`config.mk`:
```
export PLATFORM = sky130hd
export DESIGN_NAME = mom_msg_tracker
export DESIGN_NICKNAME = d
export VERILOG_FILES = /design/src/mom_pkg.sv /design/src/mom_msg_tracker.sv
export SDC_FILE = /design/constraint.sdc
export NUM_CORES = 1
export LEC_CHECK = 0
export ABC_AREA = 1
export BUFFER_PORTS_ARGS = -buffer_cell sky130_fd_sc_hd__buf_2
export CAP_MARGIN = 40
export CORE_AREA = 2 2 39 41
export DETAILED_ROUTE_END_ITERATION = 7
export DIE_AREA = 0 0 41 43
export PLACE_DENSITY = 0.5
export SLEW_MARGIN = 5
export SYNTH_ARGS = -nofsm -noshare
export SYNTH_HDL_FRONTEND = slang
export SYNTH_SLANG_ARGS = --single-unit
```
`constraint.sdc`:
```
create_clock -name clk -period 3.2 [get_ports clk]
set_input_delay 0.48 -clock clk [delete_from_list [all_inputs] [get_ports clk]]
set_output_delay 0.48 -clock clk [all_outputs]
set_load 0.02 [all_outputs]
```
`src/mom_pkg.sv`:
```
// Shared types and constants for the MIDI output merger.
// Depends on nothing; used by mom_msg_tracker and midi_output_merger.
package mom_pkg;

  // Default sizing handed down from the top level.
  localparam int unsigned SOURCES_DEF     = 16;
  localparam int unsigned QUEUE_DEPTH_DEF = 64;

  // Stream payload widths (fields packed from bit 0, padded to whole bytes).
  localparam int unsigned IN_TDATA_W  = 16;
  localparam int unsigned OUT_TDATA_W = 16;
  localparam int unsigned SOURCE_W    = 4;

  // Request kinds carried on in_tuser.
  localparam logic FUNC_PUSH = 1'b0;
  localparam logic FUNC_TICK = 1'b1;

  // MIDI byte codes.
  localparam logic [7:0] MIDI_STATUS_MIN  = 8'h80;
  localparam logic [7:0] MIDI_SYS_MIN     = 8'hF0;
  localparam logic [7:0] MIDI_SYSEX_START = 8'hF0;
  localparam logic [7:0] MIDI_TIME_CODE   = 8'hF1;
  localparam logic [7:0] MIDI_SONG_POS    = 8'hF2;
  localparam logic [7:0] MIDI_SONG_SEL    = 8'hF3;
  localparam logic [7:0] MIDI_SYSEX_END   = 8'hF7;
  localparam logic [7:0] MIDI_REALTIME_MIN = 8'hF8;
  localparam logic [7:0] MIDI_CLOCK       = 8'hF8;
  localparam logic [7:0] MIDI_ACT_SENSE   = 8'hFE;

  // Status high nibbles.
  localparam logic [3:0] HI_PROG_CHANGE = 4'hC;
  localparam logic [3:0] HI_CHAN_PRESS  = 4'hD;
  localparam logic [3:0] HI_SYSTEM      = 4'hF;

  // Message parser state seen by the merger control.
  typedef struct packed {
    logic       in_sysex;
    logic [1:0] data_rem;
  } msg_state_t;

endpackage

```
`src/mom_msg_tracker.sv`:
```
// Tracks the open MIDI message on the merged output: data bytes still due
// and system exclusive state. Depends on mom_pkg.
module mom_msg_tracker (
  input  logic                clk,
  input  logic                rst_n,
  input  logic                sent,      // a byte left on the output
  input  logic [7:0]          sent_byte,
  output mom_pkg::msg_state_t msg_state
);

  mom_pkg::msg_state_t state_r;
  mom_pkg::msg_state_t state_nxt;

  // Update from the byte just sent; real-time bytes leave everything alone.
  always_comb begin
    state_nxt = state_r;
    if (sent && sent_byte < mom_pkg::MIDI_REALTIME_MIN) begin
      if (sent_byte < mom_pkg::MIDI_STATUS_MIN) begin
        if (state_r.data_rem != 2'd0) begin
          state_nxt.data_rem = state_r.data_rem - 2'd1;
        end
      end else begin
        state_nxt.in_sysex = 1'b0;
        case (sent_byte[7:4]) inside
          mom_pkg::HI_PROG_CHANGE, mom_pkg::HI_CHAN_PRESS: begin
            state_nxt.data_rem = 2'd1;
          end
          mom_pkg::HI_SYSTEM: begin
            case (sent_byte) inside
              mom_pkg::MIDI_SYSEX_START: begin
                state_nxt.in_sysex = 1'b1;
                state_nxt.data_rem = 2'd0;
              end
              mom_pkg::MIDI_TIME_CODE, mom_pkg::MIDI_SONG_SEL: begin
                state_nxt.data_rem = 2'd1;
              end
              mom_pkg::MIDI_SONG_POS: begin
                state_nxt.data_rem = 2'd2;
              end
              default: begin
                state_nxt.data_rem = 2'd0;
              end
            endcase
          end
          default: begin
            state_nxt.data_rem = 2'd2;
          end
        endcase
      end
    end
  end

  always_ff @(posedge clk) begin
    if (!rst_n) begin
      state_r <= '0;
    end else begin
      state_r <= state_nxt;
    end
  end

  assign msg_state = state_r;

endmodule

```
==> reports/metrics.csv, run 1 <==
stage,metric,value,unit
yosys,Mapped Nets,54,
clock_network,"Reg clk slew, reported paths",40,ps
yosys,Synth top area share,24.7,%
global_route,gr ovfl total,0,
die,Die W,41,um
clock_network,H-tree depth,1,
status,status,"complete, no violations",
final_layout,area grow syn2layout,45.9,%
power,internal power,0.000103,W
setup_path,CP bufs+invs,1,
setup_path,"slowest stage delay, CP",320,ps
yosys,syn_area_per_cell,5.78,um2
clock_network,hold_buf cts,0,
yosys,Synth Instances,42,
sta,RSZ-0062 raised after global routing,false,
sta,"Slew Viols, Final",0,
final_layout,most frequent cells in the layout,"nand2_1 (13), buf_2 (13), nor2_1 (11)",
yosys,register area share after synthesis,24.7,%
setup_path,CP Capture Type,primary output,
global_route,total track usage,7.72,%
die,chip height,43,um
yosys,Synth Warn #,0,
place,detailed placer's ending HPWL,480,um
drt,Via Count,291,
clock_network,CTS tree,done,
clock_network,worst skew pair latency,240,ps
setup_path,crit path max-delay cell type,dfxtp_1,
global_route,initial antenna violation count,0,
yosys,Yosys reg bits,3,
place,port bufs,13,
setup_path,Setup CP Type,reg2out,
drt,first-pass iteration count of the detailed router,2,
power,Seq pwr share,28.4,%
die,Starting Density,17.5,%
drt,drt drc,0,
global_route,pin count of the biggest net entering global routing,5,
die,Core Region,1380,um2
flow_run,Max Cap Viol,0,
power,sw power,0.0000456,W
clock_network,root buf cell,clkbuf_4,
setup_path,crit-path cells,buf_2,
drt,Wirelength per Cell,7.57,um
power,peak supply drop,0.000110,V
sta,Final TNS setup,0,ps
sta,Slew headroom,88.6,%
final_layout,n_diodes,0,
die,Die Area,1760,um2
drt,DR vias/cell,3.88,
sta,final hold violation count,0,
drt,initial DRC count,3,
clock_network,Clock Tree Buf Depth,2,
drt,"wirelength, routed",568,um
sta,Final period util,37.5,%
setup_path,CP max FO,2,
yosys,mapped cell area,243,um2
power,Pleak,0.201,nW
yosys,count of cell types in the netlist,12,
yosys,synth top area cells,"dfxtp_1 (25%), nand2_1 (20%), nor2_1 (17%), inv_1 (7.7%), ha_1 (5.2%)",
sta,Final Skew,7.97,ps
power,switching fraction of total power,30.6,%
drt,ANT nets after route,0,
final_layout,share of layout cells above drive strength 1,33.9,%
final_layout,Nets,72,
clock_network,post-CTS setup buffers,0,
worst_hold_path,hold crit path type,in2reg,
die,Rows,14,
final_layout,Largest register FFs,3,
clock_network,CTS Buf Count,3,
clock_network,post-CTS sizing,0,
power,Combinational Power Share,25.3,%
place,gpl congestion,0.615,
sta,Worst-Margin Slew,170,ps
sta,"Min Clock Period, post-route",1200,ps
die,I/O pin count,14,
power,PwrDens,421,nW/um2
sta,Final Setup Violations,0,
setup_path,CP required,2720,ps
global_route,vias in the first global route,254,
clock_network,CTS Sinks,3,
setup_path,CP Launch Type,flip-flop,
yosys,cell taking the most area after synthesis,dfxtp_1,
setup_path,critical path arrival,720,ps
power,Clk pwr share,46.3,%
setup_path,crit-path leading delay family,flip-flops,
global_route,first-pass GRT wire length,883,um
power,Total Power,0.000149,W
sta,Fmax achieved,834,MHz
## per-layer routing
metal | part of all wire (%) | global-route usage (%) | wire (um) | up-vias
li1 | - | - | - | 163
met1 | 50 | 10.5 | 285 | 117
met2 | 41 | 9.06 | 233 | 9
met3 | 6.2 | 1.57 | 35 | 2
met4 | 2.5 | 8.00 | 14 | 0
met5 | 0 | 0 | 0 | -
## logic make-up after synthesis
logic type / Yosys count / synth area share (%)
buffers and inverters: 5 / 7.73
AND/OR/NAND/NOR: 32 / 60.3
AO/OA/AOI/OAI: 1 / 2.06
flip-flops: 3 / 24.7
adder cells (fa/ha/maj): 1 / 5.15
## worst register-to-register path: stages (launching register included)
cell and delay (ps):
dfxtp_1 310, inv_1 70, ha_1 290, or2_1 200
nand2_1 70, nor2_1 40, nor2_1 80
## Yosys cell counts
cell,instances
a21oi_1,1
and3_1,1
dfxtp_1,3
ha_1,1
inv_1,5
nand2_1,13
nand2_2,2
nand3_1,2
nand3_2,1
nor2_1,11
nor2_4,1
or2_1,1
## final timing paths
check,from,to,slack (ps),cells past startpoint
worst max-delay path,msg_state[2],msg_state[2],2000,1
worst min-delay path,rst_n,msg_state[1],490,3
worst max register to register,msg_state[0],msg_state[1],2080,6
worst min register to register,msg_state[2],msg_state[2],520,4
## stage by stage
| stage | cells | cell area (um2) | util (%) | hold WS [ps] | setup WS, ps |
|---|---|---|---|---|---|
| after CTS | 75 | 354 | 25.6 | 483 | 1990 |
| after global placement | 71 | 328 | 23.7 | 510 | 1950 |
| after global routing | 75 | 354 | 25.6 | 496 | 1960 |
| after detailed placement | 71 | 328 | 23.7 | 516 | 1950 |
| after floorplan | 42 | 243 | - | 585 | 1980 |
| final | 75 | 354 | 25.6 | 485 | 2000 |
## power by group through the flow
stage	sequential, W	combinational (W)	clock [W]
2_1_floorplan	0.0000471	0.0000193	0
3_3_place_gp	0.0000429	0.0000380	0
3_5_place_dp	0.0000430	0.0000381	0
4_1_cts	0.0000423	0.0000383	0.0000706
5_1_grt	0.0000428	0.0000429	0.0000741
6_report	0.0000423	0.0000378	0.0000689
## cell type report
cell class,count,area (um2)
fillers,167,1030
multi-input cells,34,164
repair buffers,13,65.1
flip-flops and latches,3,60.1
clock buffers,4,26.3
well taps,16,20.0
inverters,5,18.8
Note: power is estimated with default switching activity, not from simulation.
==> run 2: changes to the inputs <==
- PLACE_DENSITY: 0.5 -> 0.51
- clock period: 3.2 -> 1.1 ns (I/O delays scaled with it)
==> run 2 against run 1 <==
Global-route usage up 1.9 points. Flip-flop and latch count unchanged. Count of clock-buffer cells in the layout unchanged. Utilization up 1.6 points. Sequential power rose to 3.0 times the previous value. Worst setup slack worse by 1900 ps. Via count up 1.7%. Die area unchanged. Non-clock buffer count unchanged. Clock power rose to 2.8 times the previous value. Critical path depth up 5. Combinational power rose to 3.2 times the previous value. Critical path type is now reg2reg. Largest cell class unchanged.
==> reports/metrics.csv, run 2 (synthesis gave the netlist of run 1 again) <==
stage,metric,value,unit,change
setup_path,Setup CP Type,reg2reg,,
final_layout,final core occ,27.2,%,+1.6 points
sta,Slew headroom,89.5,%,+0.93 points
final_layout,Largest register FFs,3,,unchanged
final_layout,Post-Layout Cell Count,75,,unchanged
power,Pleak,0.202,nW,+0.79%
clock_network,hold_buf cts,0,,unchanged
drt,first-pass iteration count of the detailed router,4,,+2
setup_path,r2r endpoint,msg_state[1],,
sta,final worst slack,57.0,ps,-1940 ps
clock_network,worst skew pair latency,240,ps,about the same
sta,"Slew Viols, Final",0,,unchanged
place,port bufs,13,,unchanged
drt,Via Count,296,,+1.7%
setup_path,Reg2Reg Depth,6,,unchanged
clock_network,Clock Tree Buf Depth,2,,unchanged
setup_path,CP max FO,3,,+1
final_layout,Nets,72,,unchanged
setup_path,R2R setup slack,60,ps,-2020 ps
global_route,gr ovfl total,0,,unchanged
final_layout,most frequent cells in the layout,"nand2_1 (13), buf_2 (13), nor2_1 (11)",,
setup_path,CP Capture Type,flip-flop,,
clock_network,CTS Buf Count,3,,unchanged
status,status,"complete, no violations",,
drt,Wirelength per Cell,7.83,um,+3.3%
sta,"Min Clock Period, post-route",1040,ps,
sta,final hold violation count,0,,unchanged
place,detailed placer's ending HPWL,485,um,+0.90%
final_layout,n_diodes,0,,unchanged
power,peak supply drop,0.000435,V,+300%
global_route,vias in the first global route,271,,+6.7%
die,chip height,43,um,unchanged
clock_network,"Reg clk slew, reported paths",30,ps,about the same
global_route,pin count of the biggest net entering global routing,5,,unchanged
drt,initial DRC count,1,,-2
setup_path,crit path max-delay cell type,dfxtp_4,,
setup_path,critical path arrival,1210,ps,+490 ps
die,I/O pin count,14,,unchanged
global_route,first-pass GRT wire length,1000,um,+13%
clock_network,CTS tree,done,,
worst_hold_path,hold crit path type,in2reg,,
clock_network,post-CTS setup buffers,0,,unchanged
setup_path,CP most frequent cell,nor2_1,,
setup_path,crit-path leading delay family,simple AND/OR/NAND/NOR gates,,
global_route,total track usage,9.62,%,+1.9 points
die,Die W,41,um,unchanged
setup_path,"slowest stage delay, CP",340,ps,+20 ps
die,Starting Density,17.5,%,unchanged
drt,DR vias/cell,3.95,,+1.7%
global_route,initial antenna violation count,0,,unchanged
worst_hold_path,worst hold stages,3,,unchanged
final_layout,share of layout cells above drive strength 1,42.4,%,+8.5 points
clock_network,CTS Sinks,3,,unchanged
die,Die Area,1760,um2,unchanged
worst_hold_path,hold path endpoint,msg_state[0],,
sta,Fmax achieved,959,MHz,
setup_path,FF-to-FF Start,msg_state[0],,
power,PwrDens,1170,nW/um2,+180%
sta,Final Skew,0.648,ps,-7.32 ps
setup_path,crit-path cells,"inv_4, ha_4, or2_1, nand2_1, nor2_1, nor2_1",,
sta,Final period util,94.8,%,
die,Core Region,1380,um2,unchanged
sta,Final Setup Violations,0,,unchanged
setup_path,CP Launch Type,flip-flop,,
drt,drt drc,0,,unchanged
place,gpl congestion,0.672,,+9.4%
place,Placed Cells,71,,unchanged
setup_path,CP required,1270,ps,-1450 ps
sta,Final TNS setup,0,ps,unchanged
drt,ANT nets after route,0,,unchanged
sta,RSZ-0062 raised after global routing,true,,
place,"worst slack, placed",-14.6,ps,-1960 ps
die,Rows,14,,unchanged
sta,hold slack,178,ps,-307 ps
sta,Worst-Margin Slew,156,ps,-13.9 ps
clock_network,root buf cell,clkbuf_4,,
worst_hold_path,hold wc startpoint,rst_n,,
drt,"wirelength, routed",587,um,+3.3%
setup_path,CP bufs+invs,1,,unchanged
clock_network,H-tree depth,1,,unchanged
flow_run,Max Cap Viol,0,,unchanged
final_layout,area grow syn2layout,55.2,%,
[run 2: cell count changes in the layout (fill, tap and decap cells not counted)]
cell,before,now
dfxtp_1,3,1
dfxtp_4,0,2
ha_1,1,0
ha_4,0,1
inv_1,5,3
inv_2,0,1
inv_4,0,1
[run 2: timing repair]
action                                  CTS  global route
resized for setup                         1             2
pin swaps                                 2             0
gates cloned                              0             0
endpoints found under the setup margin    1             1
[run 2: per-layer routing]
| layer | up-vias | GRT usage [%] | share of wire (%) | routed length, um |
|---|---|---|---|---|
| li1 | 162 | - | - | - |
| met1 | 119 | 9.27 | 43 | 254 |
| met2 | 10 | 12.2 | 42 | 245 |
| met4 | 0 | 12.0 | 7.0 | 41 |
| met3 | 5 | 5.24 | 7.7 | 45 |
| met5 | - | 0 | 0 | 0 |
[run 2: power breakdown]
part / switching [W] / internal (W)
Combinational: 0.0000687 / 0.0000514
Sequential: 0.00000671 / 0.000120
Clock: 0.0000585 / 0.000136
[run 2: how the worst max path moves through the flow]
stage                       from      endpoint  slack (ps)  cells after the start
floorplan           msg_state[0]  msg_state[1]           5                      6
global placement    msg_state[0]  msg_state[1]          30                      6
detailed placement  msg_state[0]  msg_state[1]         -10                      6
CTS                 msg_state[1]  msg_state[1]          20                      6
global route        msg_state[0]  msg_state[1]         -30                      6
finish              msg_state[0]  msg_state[1]          60                      6
[run 2: layout make-up]
cell class | instances | area (um2)
fillers | 160 | 1010
multi-input cells | 34 | 176
flip-flops and latches | 3 | 67.6
repair buffers | 13 | 65.1
clock buffers | 4 | 26.3
inverters | 5 | 21.3
well taps | 16 | 20.0
[run 2: tightest hold or removal path: stages]
cell and delay (ps):
buf_2 120, nand2_1 60, nor2_1 30
[run 2: through the flow]
| step | power [W] | instance area (um2) |
|---|---|---|
| floorplan | 0.000195 | 250 |
| global route | 0.000478 | 377 |
| detailed placement | 0.000238 | 335 |
| global placement | 0.000235 | 335 |
| CTS | 0.000444 | 374 |
| finish | 0.000441 | 377 |
==> run 3: changes to the inputs <==
- ABC_AREA: 1 -> default
- PLACE_DENSITY: 0.51 -> 0.52
==> run 3 against run 2 <==
The flow now finishes with violations (negative setup slack). Combinational power grew 36%. Clock skew grew 0.89 ps. Synthesized cell count shrank 26%. Routed wire length grew 40%. Register-to-register slack lost 160 ps. Non-clock buffer count grew 4. Cell count shrank 9.3%. First-iteration DRC count grew to 6.0 times the previous value. Flip-flop and latch count is the same. Total power grew 8.7%. Sequential share of layout area shrank 3.6 points. Die area is the same.
==> reports/metrics.csv, run 3 <==
stage,metric,value,unit,change
sta,Final Setup Violations,3,,+3
die,I/O pin count,14,,unchanged
yosys,most frequent cell after synthesis,inv_1,,
setup_path,crit-path cells,"inv_4, ha_4, nand2b_1, o211a_1, a2111oi_4",,
setup_path,crit path max-delay cell type,a2111oi_4,,
yosys,syn_area_per_cell,8.27,um2,+43%
clock_network,root buf cell,clkbuf_4,,
final_layout,Nets,65,,-9.7%
sta,Worst-Margin Slew,431,ps,+275 ps
final_layout,Largest register FFs,3,,unchanged
place,detailed placer's ending HPWL,631,um,+30%
sta,Fmax achieved,830,MHz,-13%
sta,"Min Clock Period, post-route",1200,ps,+161 ps
die,Die Area,1760,um2,unchanged
sta,final worst slack,-104,ps,-161 ps
global_route,gr ovfl total,0,,unchanged
drt,ANT nets after route,0,,unchanged
global_route,first-pass GRT wire length,1370,um,+37%
sta,"Slew Viols, Final",0,,unchanged
yosys,Synth Warn #,0,,unchanged
yosys,register area share after synthesis,23.4,%,-1.3 points
yosys,Synth top area share,23.4,%,-1.3 points
die,chip height,43,um,unchanged
yosys,list of most frequent post-synthesis cells,"inv_1 (4), dfxtp_1 (3), a21oi_1 (2), nand2_1 (2), or4_1 (2)",,
die,Starting Density,18.5,%,+0.99 points
setup_path,"slowest stage delay, CP",370,ps,+30 ps
setup_path,CP max FO,2,,-1
worst_hold_path,worst hold stages,3,,unchanged
drt,drt drc,0,,unchanged
power,PwrDens,1020,nW/um2,-13%
status,violated checks,negative setup slack,,
setup_path,CP Capture Type,flip-flop,,
sta,Final period util,109,%,+15 points
yosys,mapped cell area,256,um2,+5.7%
setup_path,CP bufs+invs,1,,unchanged
die,Rows,14,,unchanged
sta,Final Skew,1.54,ps,+0.891 ps
setup_path,Setup CP Type,reg2reg,,
place,port bufs,13,,unchanged
power,peak supply drop,0.000753,V,+73%
setup_path,CP Launch Type,flip-flop,,
final_layout,n_diodes,0,,unchanged
yosys,count of cell types in the netlist,23,,+11
global_route,total track usage,11.2,%,+1.6 points
clock_network,CTS Buf Count,3,,unchanged
drt,Via Count,346,,+17%
place,gpl congestion,0.743,,+10%
drt,first-pass iteration count of the detailed router,4,,unchanged
final_layout,"commonest non-fill, non-tap cell in the layout",buf_2,,
global_route,initial antenna violation count,0,,unchanged
power,Pleak,0.213,nW,+5.5%
yosys,Mapped Nets,43,,-20%
yosys,cell taking the most area after synthesis,dfxtp_1,,
sta,Slew headroom,71.1,%,-18 points
worst_hold_path,hold wc startpoint,rst_n,,
setup_path,critical path arrival,1320,ps,+110 ps
worst_hold_path,hold path endpoint,msg_state[1],,
yosys,Yosys reg bits,3,,unchanged
setup_path,CP required,1220,ps,-50 ps
final_layout,share of layout cells above drive strength 1,61.5,%,+19 points
final_layout,most frequent cells in the layout,"buf_2 (11), buf_4 (4), clkbuf_4 (3)",,
clock_network,worst skew pair latency,230,ps,about the same
setup_path,r2r endpoint,msg_state[0],,
final_layout,area grow syn2layout,83.4,%,
clock_network,CTS Sinks,3,,unchanged
yosys,synth top area cells,"dfxtp_1 (23%), inv_1 (5.9%), or4_1 (5.9%), and4bb_2 (4.9%), ha_1 (4.9%)",,
clock_network,"Reg clk slew, reported paths",40,ps,about the same
setup_path,R2R setup slack,-100,ps,-160 ps
yosys,"EDFF count, synth",0,,unchanged
clock_network,CTS tree,done,,
flow_run,Max Cap Viol,0,,unchanged
yosys,Synth Instances,31,,-26%
sta,RSZ-0062 raised after global routing,true,,
setup_path,crit-path leading delay family,compound AO/OA/AOI/OAI gates,,
drt,initial DRC count,6,,+5
place,"worst slack, placed",-310,ps,-296 ps
drt,Wirelength per Cell,12.0,um,+54%
die,Core Region,1380,um2,unchanged
yosys,Synth Flop Type,dfxtp_1,,
clock_network,H-tree depth,1,,unchanged
die,Die W,41,um,unchanged
status,status,"finished, violations left",,
setup_path,Reg2Reg Depth,5,,-1
worst_hold_path,hold crit path type,in2reg,,
drt,"wirelength, routed",819,um,+40%
clock_network,hold_buf cts,0,,unchanged
yosys,async set-or-reset flop fraction in the synthesized netlist,0,%,unchanged
global_route,vias in the first global route,339,,+25%
sta,final hold violation count,0,,unchanged
drt,DR vias/cell,5.09,,+29%
clock_network,Clock Tree Buf Depth,2,,unchanged
global_route,pin count of the biggest net entering global routing,10,,+5
final_layout,final core occ,34.0,%,+6.8 points
setup_path,FF-to-FF Start,msg_state[1],,
[run 3: cell count changes in the layout (fill, tap and decap cells not counted), moves of 2 or more]
cell	previous run	this run
buf_6	0	2
buf_2	13	11
nand2_1	13	2
nor2_1	11	1
nand2_2	2	0
or4_4	0	2
nand3_1	2	0
buf_4	0	4
[run 3: worst min-delay path: stages]
cell     delay [ps]
buf_2           100
nand2_1          60
mux2i_1          60
[run 3: how the worst max path moves through the flow]
stage | cells after the start | from | end
floorplan | 3 | sent_byte[0] | msg_state[1]
global placement | 4 | sent_byte[0] | msg_state[1]
detailed placement | 4 | sent_byte[0] | msg_state[1]
CTS | 5 | msg_state[1] | msg_state[1]
global route | 5 | msg_state[1] | msg_state[0]
finish | 5 | msg_state[1] | msg_state[0]
[run 3: final cells by class]
class / instances / area, um2
multi-input cells: 24 / 231
inverters: 4 / 17.5
well taps: 16 / 20.0
repair buffers: 17 / 108
flip-flops and latches: 3 / 67.6
fillers: 156 / 913
clock buffers: 4 / 26.3
[run 3: layer usage]
metal	global-route usage (%)	vias to the layer above	wire, um
met5	0	-	0
met4	2.00	0	0
met3	6.81	0	40
met2	17.5	12	441
met1	12.8	166	336
li1	-	168	-
[run 3: logic make-up (layout without fill, tap and decap cells)]
group	after synthesis	in the layout	share of synthesized area (%)
simple gates	15	15	41.5
compound gates	7	7	20.5
buf+inv	4	25	5.85
flops	3	3	23.4
fa+ha+maj	1	1	4.88
mux	1	1	3.90
[run 3: what timing repair did]
action,in CTS,in global routing
gates resized for setup,6,5
endpoints found under the setup margin,3,3
buffers inserted,0,0
pin swaps,0,2
[run 3: report_power, final]
part | internal (W) | total (W) | switching, W
sequential | 0.000119 | 0.000126 | 0.00000706
clock | 0.000136 | 0.000191 | 0.0000550
combinational | 0.0000858 | 0.000163 | 0.0000772
total | 0.000340 | 0.000479 | 0.000139
[run 3: stage by stage]
step	setup TNS [ps]	cell area [um2]	total power (W)	hold slack, ps	cells
3_5_place_dp	-907	392	0.000259	447	64
2_1_floorplan	-309	277	0.000191	301	31
5_1_grt	-395	470	0.000519	210	68
3_3_place_gp	-852	392	0.000256	444	64
4_1_cts	-205	444	0.000476	201	68
6_report	-264	470	0.000479	203	68
